$ cat config.mk
export PLATFORM = sky130hd
export DESIGN_NAME = abrbf_ctrl
export DESIGN_NICKNAME = d
export VERILOG_FILES = /design/src/sv/abrbf_pkg.sv /design/src/sv/abrbf_ctrl.sv
export SDC_FILE = /design/constraint.sdc
export NUM_CORES = 1
export LEC_CHECK = 0
export BUFFER_PORTS_ARGS = -buffer_cell sky130_fd_sc_hd__buf_2
export CAP_MARGIN = 20
export CORE_AREA = 8 8 45 47
export CTS_CLUSTER_SIZE = 12
export DETAILED_ROUTE_END_ITERATION = 12
export DIE_AREA = 0 0 53 55
export SLEW_MARGIN = 20
export SYNTH_ARGS = -nofsm -noshare
export SYNTH_HDL_FRONTEND = slang
export SYNTH_SLANG_ARGS = --single-unit
export TNS_END_PERCENT = 50
$ cat constraint.sdc
create_clock -name clk -period 1.8 [get_ports clk]
set_input_delay 0.09 -clock clk [delete_from_list [all_inputs] [get_ports clk]]
set_output_delay 0.09 -clock clk [all_outputs]
set_load 0.005 [all_outputs]
$ cat src/sv/abrbf_pkg.sv
// abrbf_pkg: shared types, constants and command structs for the bandwidth
// filter and rate select block. No dependencies.
package abrbf_pkg;

    localparam int HISTORY_DEPTH_DEF = 10;
    localparam int MAX_LEVELS_DEF    = 8;

    localparam int BW_W      = 32;
    localparam int BUF_W     = 24;
    localparam int RATE_W    = 20;
    localparam int UTIL_W    = 24;
    localparam int VP_W      = 40;
    localparam int GP_W      = 24;
    localparam int NLEV_W    = 4;
    localparam int LEVEL_W   = 3;
    localparam int SUM_W     = 48;
    localparam int CFG_IDX_W = 2;
    localparam int CFG_DAT_W = 40;
    localparam int NUM_W     = 66;

    localparam logic [16:0] ALPHA_Q16     = 17'd6554;
    localparam logic [16:0] ALPHA_INV_Q16 = 17'd58982;

    localparam logic [CFG_IDX_W-1:0] CFG_VP   = 2'd0;
    localparam logic [CFG_IDX_W-1:0] CFG_GP   = 2'd1;
    localparam logic [CFG_IDX_W-1:0] CFG_NLEV = 2'd2;

    localparam logic OP_LOAD   = 1'b0;
    localparam logic OP_DECIDE = 1'b1;

    typedef struct packed {
        logic               opcode;
        logic [2:0]         level_index;
        logic [RATE_W-1:0]  level_rate;
        logic [UTIL_W-1:0]  level_utility;
        logic [BW_W-1:0]    raw_bandwidth;
        logic [BUF_W-1:0]   buffer_ms;
    } abrbf_in_t;

    typedef struct packed {
        logic [LEVEL_W-1:0] chosen_level;
        logic [BW_W-1:0]    used_bandwidth;
        logic               smoothed_flag;
        logic               oscillation_flag;
        logic [SUM_W-1:0]   rate_total;
    } abrbf_out_t;

    // controller -> datapath
    typedef struct packed {
        logic load;        // write level table
        logic push;        // push history, latch inputs
        logic scan_init;   // start history scan
        logic scan_step;   // one history entry
        logic lvl_init;    // start level loop
        logic mul_hi;      // latch level rate, form utility + GP sum
        logic mul_lo;      // multiply V high and low parts
        logic num_form;    // form numerator
        logic div_start;
        logic lvl_update;  // compare score, next level
        logic lvl_skip;    // unaffordable level, next level
        logic finish;      // accumulate and present result
    } abrbf_cmd_t;

    // datapath -> controller
    typedef struct packed {
        logic scan_done;
        logic lvl_done;
        logic div_done;
        logic afford;
    } abrbf_sts_t;

endpackage

$ cat src/sv/abrbf_ctrl.sv
// abrbf_ctrl: sequencer for load and decide words; drives the datapath
// through command structs. Depends on abrbf_pkg.
module abrbf_ctrl (
    input  logic                   clk,
    input  logic                   rst_n,
    input  logic                   start,
    input  logic                   opcode,
    output logic                   busy,
    output logic                   done,
    output abrbf_pkg::abrbf_cmd_t  cmd,
    input  abrbf_pkg::abrbf_sts_t  sts
);
    localparam logic [3:0] S_IDLE = 4'd0;
    localparam logic [3:0] S_INIT = 4'd1;
    localparam logic [3:0] S_SCAN = 4'd2;
    localparam logic [3:0] S_LVL  = 4'd3;
    localparam logic [3:0] S_MUL  = 4'd4;
    localparam logic [3:0] S_NUM  = 4'd5;
    localparam logic [3:0] S_DIVS = 4'd6;
    localparam logic [3:0] S_DIVW = 4'd7;
    localparam logic [3:0] S_FIN  = 4'd8;
    localparam logic [3:0] S_OUT  = 4'd9;

    logic [3:0] state_reg, state_next;

    always_comb
    begin
        state_next = state_reg;
        cmd        = '0;
        unique case (state_reg)
            S_IDLE:
            begin
                if (start)
                begin
                    if (opcode == abrbf_pkg::OP_LOAD)
                        cmd.load = 1'b1;
                    else
                    begin
                        cmd.push   = 1'b1;
                        state_next = S_INIT;
                    end
                end
            end
            S_INIT:
            begin
                cmd.scan_init = 1'b1;
                state_next    = S_SCAN;
            end
            S_SCAN:
            begin
                if (sts.scan_done)
                begin
                    cmd.lvl_init = 1'b1;
                    state_next   = S_LVL;
                end
                else
                    cmd.scan_step = 1'b1;
            end
            S_LVL:
            begin
                if (sts.lvl_done)
                    state_next = S_FIN;
                else if (!sts.afford)
                    cmd.lvl_skip = 1'b1;
                else
                begin
                    cmd.mul_hi = 1'b1;
                    state_next = S_MUL;
                end
            end
            S_MUL:
            begin
                cmd.mul_lo = 1'b1;
                state_next = S_NUM;
            end
            S_NUM:
            begin
                cmd.num_form = 1'b1;
                state_next   = S_DIVS;
            end
            S_DIVS:
            begin
                cmd.div_start = 1'b1;
                state_next    = S_DIVW;
            end
            S_DIVW:
            begin
                if (sts.div_done)
                begin
                    cmd.lvl_update = 1'b1;
                    state_next     = S_LVL;
                end
            end
            S_FIN:
            begin
                cmd.finish = 1'b1;
                state_next = S_OUT;
            end
            S_OUT:
                state_next = S_IDLE;
            default:
                state_next = S_IDLE;
        endcase
    end

    always_ff @(posedge clk or negedge rst_n)
    begin
        if (!rst_n)
            state_reg <= S_IDLE;
        else
            state_reg <= state_next;
    end

    assign busy = (state_reg != S_IDLE);
    assign done = (state_reg == S_OUT);

    assert property (@(posedge clk) disable iff (!rst_n)
        cmd.div_start |=> state_reg == S_DIVW)
        else $error("divider start without wait");
    assert property (@(posedge clk) disable iff (!rst_n)
        cmd.finish |=> done)
        else $error("finish not followed by result");
    assert property (@(posedge clk) disable iff (!rst_n)
        done |=> !busy)
        else $error("busy after result");

endmodule

==> impl_metrics.py <==
metrics = {
    "timing": {
        "final.setup.tns_ns": 0,
        "drv_slew": 0,
        "fmax_mhz": 589,
        "setup-violations-final": 0,
        "min_period_over_period_pct": 94.2,
        "whs_ns": 0.181,
        "hold_viol_final": 0,
        "worst_pin_slew_ns": 0.334,
        "fin_crit_ns": 1.70,
        "rsz0062_at_grt": "no",
        "slew_headroom_pct": 77.6,
        "fin_skew_ns": 0.00575,
    },
    "die": {
        "die_w_um": 53,
        "core_um2": 1380,
        "die_y_um": 55,
        "initial_utilization_pct": 29.2,
        "die-area_um2": 2920,
        "rows": 14,
        "io_pins": 22,
    },
    "placement": {
        "place_area_um2": 541,
        "portBuffers": 21,
        "place.gp.congestion": 0.815,
        "dpl.hpwl_um": 962,
    },
    "power": {
        "p_leak_nw": 0.314,
        "ir_drop_mv": 0.612,
        "cellPowerDensity_nw_per_um2": 1570,
    },
    "global_routing": {
        "grt_use_met3_pct": 2.94,
        "grt.met1_usage_pct": 9.77,
        "grtUsageTotal_pct": 8.76,
        "antenna_found_initial": 0,
        "grt_overflow": 0,
        "top_usage_layer": "met2",
        "grt_pass1_vias": 435,
        "grt_first_pass_wirelength_mm": 1.86,
        "use_met2_pct": 13.7,
        "grt_max_degree": 10,
    },
    "clock_tree": {
        "root_buffer": "clkbuf_4",
        "cts_buffer_depth": 2,
        "cts_tree": "done",
        "cts_buffers": 3,
        "cts_setup_buffers": 0,
        "cts_resized": 0,
        "clkSlewWorstSetupHoldPaths_ns": 0.04,
        "clk_latency_ns": 0.23,
        "htreeDepth": 1,
        "clock-sinks": 4,
    },
    "final_layout": {
        "syn_to_final_growth_pct": 41.8,
        "largest_reg_flops": 4,
        "fill_cells": 150,
        "fin_nets": 87,
        "regArea_um2": 100,
        "drive_gt1_share_pct": 46.8,
        "stdcell_area_um2": 573,
        "multi_input_area_um2": 263,
        "insertedDiodeCount": 0,
    },
    "job": {
        "drv_cap": 0,
    },
    "critical_path": {
        "timing.rr.end": "state_reg[0]$_DFFE_PN0P_",
        "ff2ff_path_depth": 4,
        "ff2ff_setup_slack_ns": 0.10,
        "crit_path_end_kind": "register",
        "crit_chain": "or4b_4 > o2bb2ai_2 > nor3b_2 > mux2_4",
        "crit_path_top_delay_cell": "or4b_4",
        "timing.rr.start": "state_reg[1]$_DFFE_PN0P_",
        "cp-start-kind": "register",
        "cp_max_fo": 9,
        "crit_type": "register to register",
        "crit_buf_inv": 0,
        "crit_path_max_incr_delay_ns": 0.52,
        "required_ns": 1.91,
        "arrival_ns": 1.81,
        "crit_family": "simple AND/OR/NAND/NOR gates",
    },
    "yosys": {
        "syn_nets": 59,
        "synth_commonest_cells": "nor2_1 (10), nor3_1 (5), dfrtp_1 (4), inv_1 (4)",
        "synth-edff-count": 0,
        "yosysSeqAreaShare_pct": 24.8,
        "syn_inst": 51,
        "synth_largest_area_cell": "dfrtp_1",
        "synthArstFlopShare_pct": 100,
        "syn_area_um2": 404,
        "synth_flop_cell": "dfrtp_1",
        "ys_types": 26,
        "yosys_warnings": 0,
        "avgSynthCellArea_um2": 7.92,
        "synthTopCellsByArea": "dfrtp_1 (25%), nor2_1 (9.3%), nor3_1 (6.2%)",
        "netlist.area_leader.share_pct": 24.8,
        "synth_seq_cells": 4,
        "synth.most_common_cell": "nor2_1",
    },
    "min_path": {
        "holdCritStartpoint": "sts[1]",
        "hold_depth": 3,
        "hold_end": "state_reg[2]$_DFFE_PN0P_",
        "hp-class": "primary input to register",
    },
    "routing": {
        "ant_nets": 0,
        "avgRoutedWirePerCell_um": 12.6,
        "drc": 0,
        "via_count": 458,
        "drt_pass1_iterations": 2,
        "wl_mm": 1.18,
        "drt_iter0_drc": 15,
        "vias_per_cell": 4.92,
    },
    "run_status": {
        "status": "complete, no violations",
    },
}
[where the power goes]
| group | internal [mW] | switching [mW] | leakage, nW |
|---|---|---|---|
| sequential | 0.134 | 0.0763 | 0.0494 |
| clock | 0.0745 | 0.0353 | 0.0138 |
| combinational | 0.304 | 0.278 | 0.251 |
| total | 0.512 | 0.389 | 0.314 |
[logic make-up (layout without fill, tap and decap cells)]
group	count (synthesis)	count (layout)	share of synthesized area, %
AO/OA/AOI/OAI	7	7	12.7
buffers and inverters	8	34	10.2
multiplexers	3	3	8.67
flip-flops	4	4	24.8
AND/OR/NAND/NOR	29	29	43.7
[stage by stage]
stage | utilization, % | instances | setup slack (ns) | total power [mW]
floorplan | - | 51 | 0.148 | 0.603
global placement | 39.1 | 89 | 0.153 | 0.780
detailed placement | 39.1 | 89 | 0.111 | 0.792
CTS | 41.4 | 93 | 0.100 | 0.912
global route | 41.4 | 93 | 0.00267 | 0.990
finish | 41.4 | 93 | 0.104 | 0.901
[worst min-delay path, stage by stage]
cell and delay [ns]:
buf_2 0.08, or3_1 0.13, o31ai_1 0.07
[layout make-up]
type | instances | area share [%]
Multi-Input combinational cell | 39 | 45.9
Clock buffer | 3 | 3.93
Sequential cell | 4 | 17.5
Timing Repair Buffer | 27 | 26.6
Tap cell | 16 | 3.49
Inverter | 4 | 2.62
[what timing repair did]
| action | in CTS | in global routing |
|---|---|---|
| hold buffers | 1 | 0 |
| endpoints found under the hold margin | 4 | 0 |
| setup endpoints to repair | 0 | 0 |
[per-layer routing]
metal  wire length [um]  part of all wire [%]
met3                 80                   6.8
met4                 19                   1.6
met2                559                    48
met1                516                    44
met5                  0                     0
[cell usage in the layout, fill, tap and decap left out, drive strengths merged]
master	count
a21oi	2
and2	1
and3	1
and3b	1
and4bb	1
buf	26
clkbuf	3
dfrtp	4
dlygate4sd3	1
inv	4
mux2	1
mux2i	2
nand2	3
nand2b	1
nor2	10
nor3	5
nor3b	2
nor4	1
o21a	1
o21ai	1
o22ai	1
o2bb2ai	1
o31ai	1
or2b	1
or3	1
or4b	1
[how the worst max path moves through the flow]
stage,from,end,slack (ns),cells past startpoint
finish,state_reg[1]$_DFFE_PN0P_,state_reg[0]$_DFFE_PN0P_,0.10,4
global route,state_reg[1]$_DFFE_PN0P_,state_reg[0]$_DFFE_PN0P_,0.003,5
CTS,state_reg[1]$_DFFE_PN0P_,state_reg[0]$_DFFE_PN0P_,0.10,4
detailed placement,state_reg[0]$_DFFE_PN0P_,state_reg[0]$_DFFE_PN0P_,0.11,4
global placement,state_reg[0]$_DFFE_PN0P_,state_reg[0]$_DFFE_PN0P_,0.15,4
floorplan,state_reg[3]$_DFFE_PN0P_,state_reg[0]$_DFFE_PN0P_,0.15,5
Power figures use the tool's default switching activity.
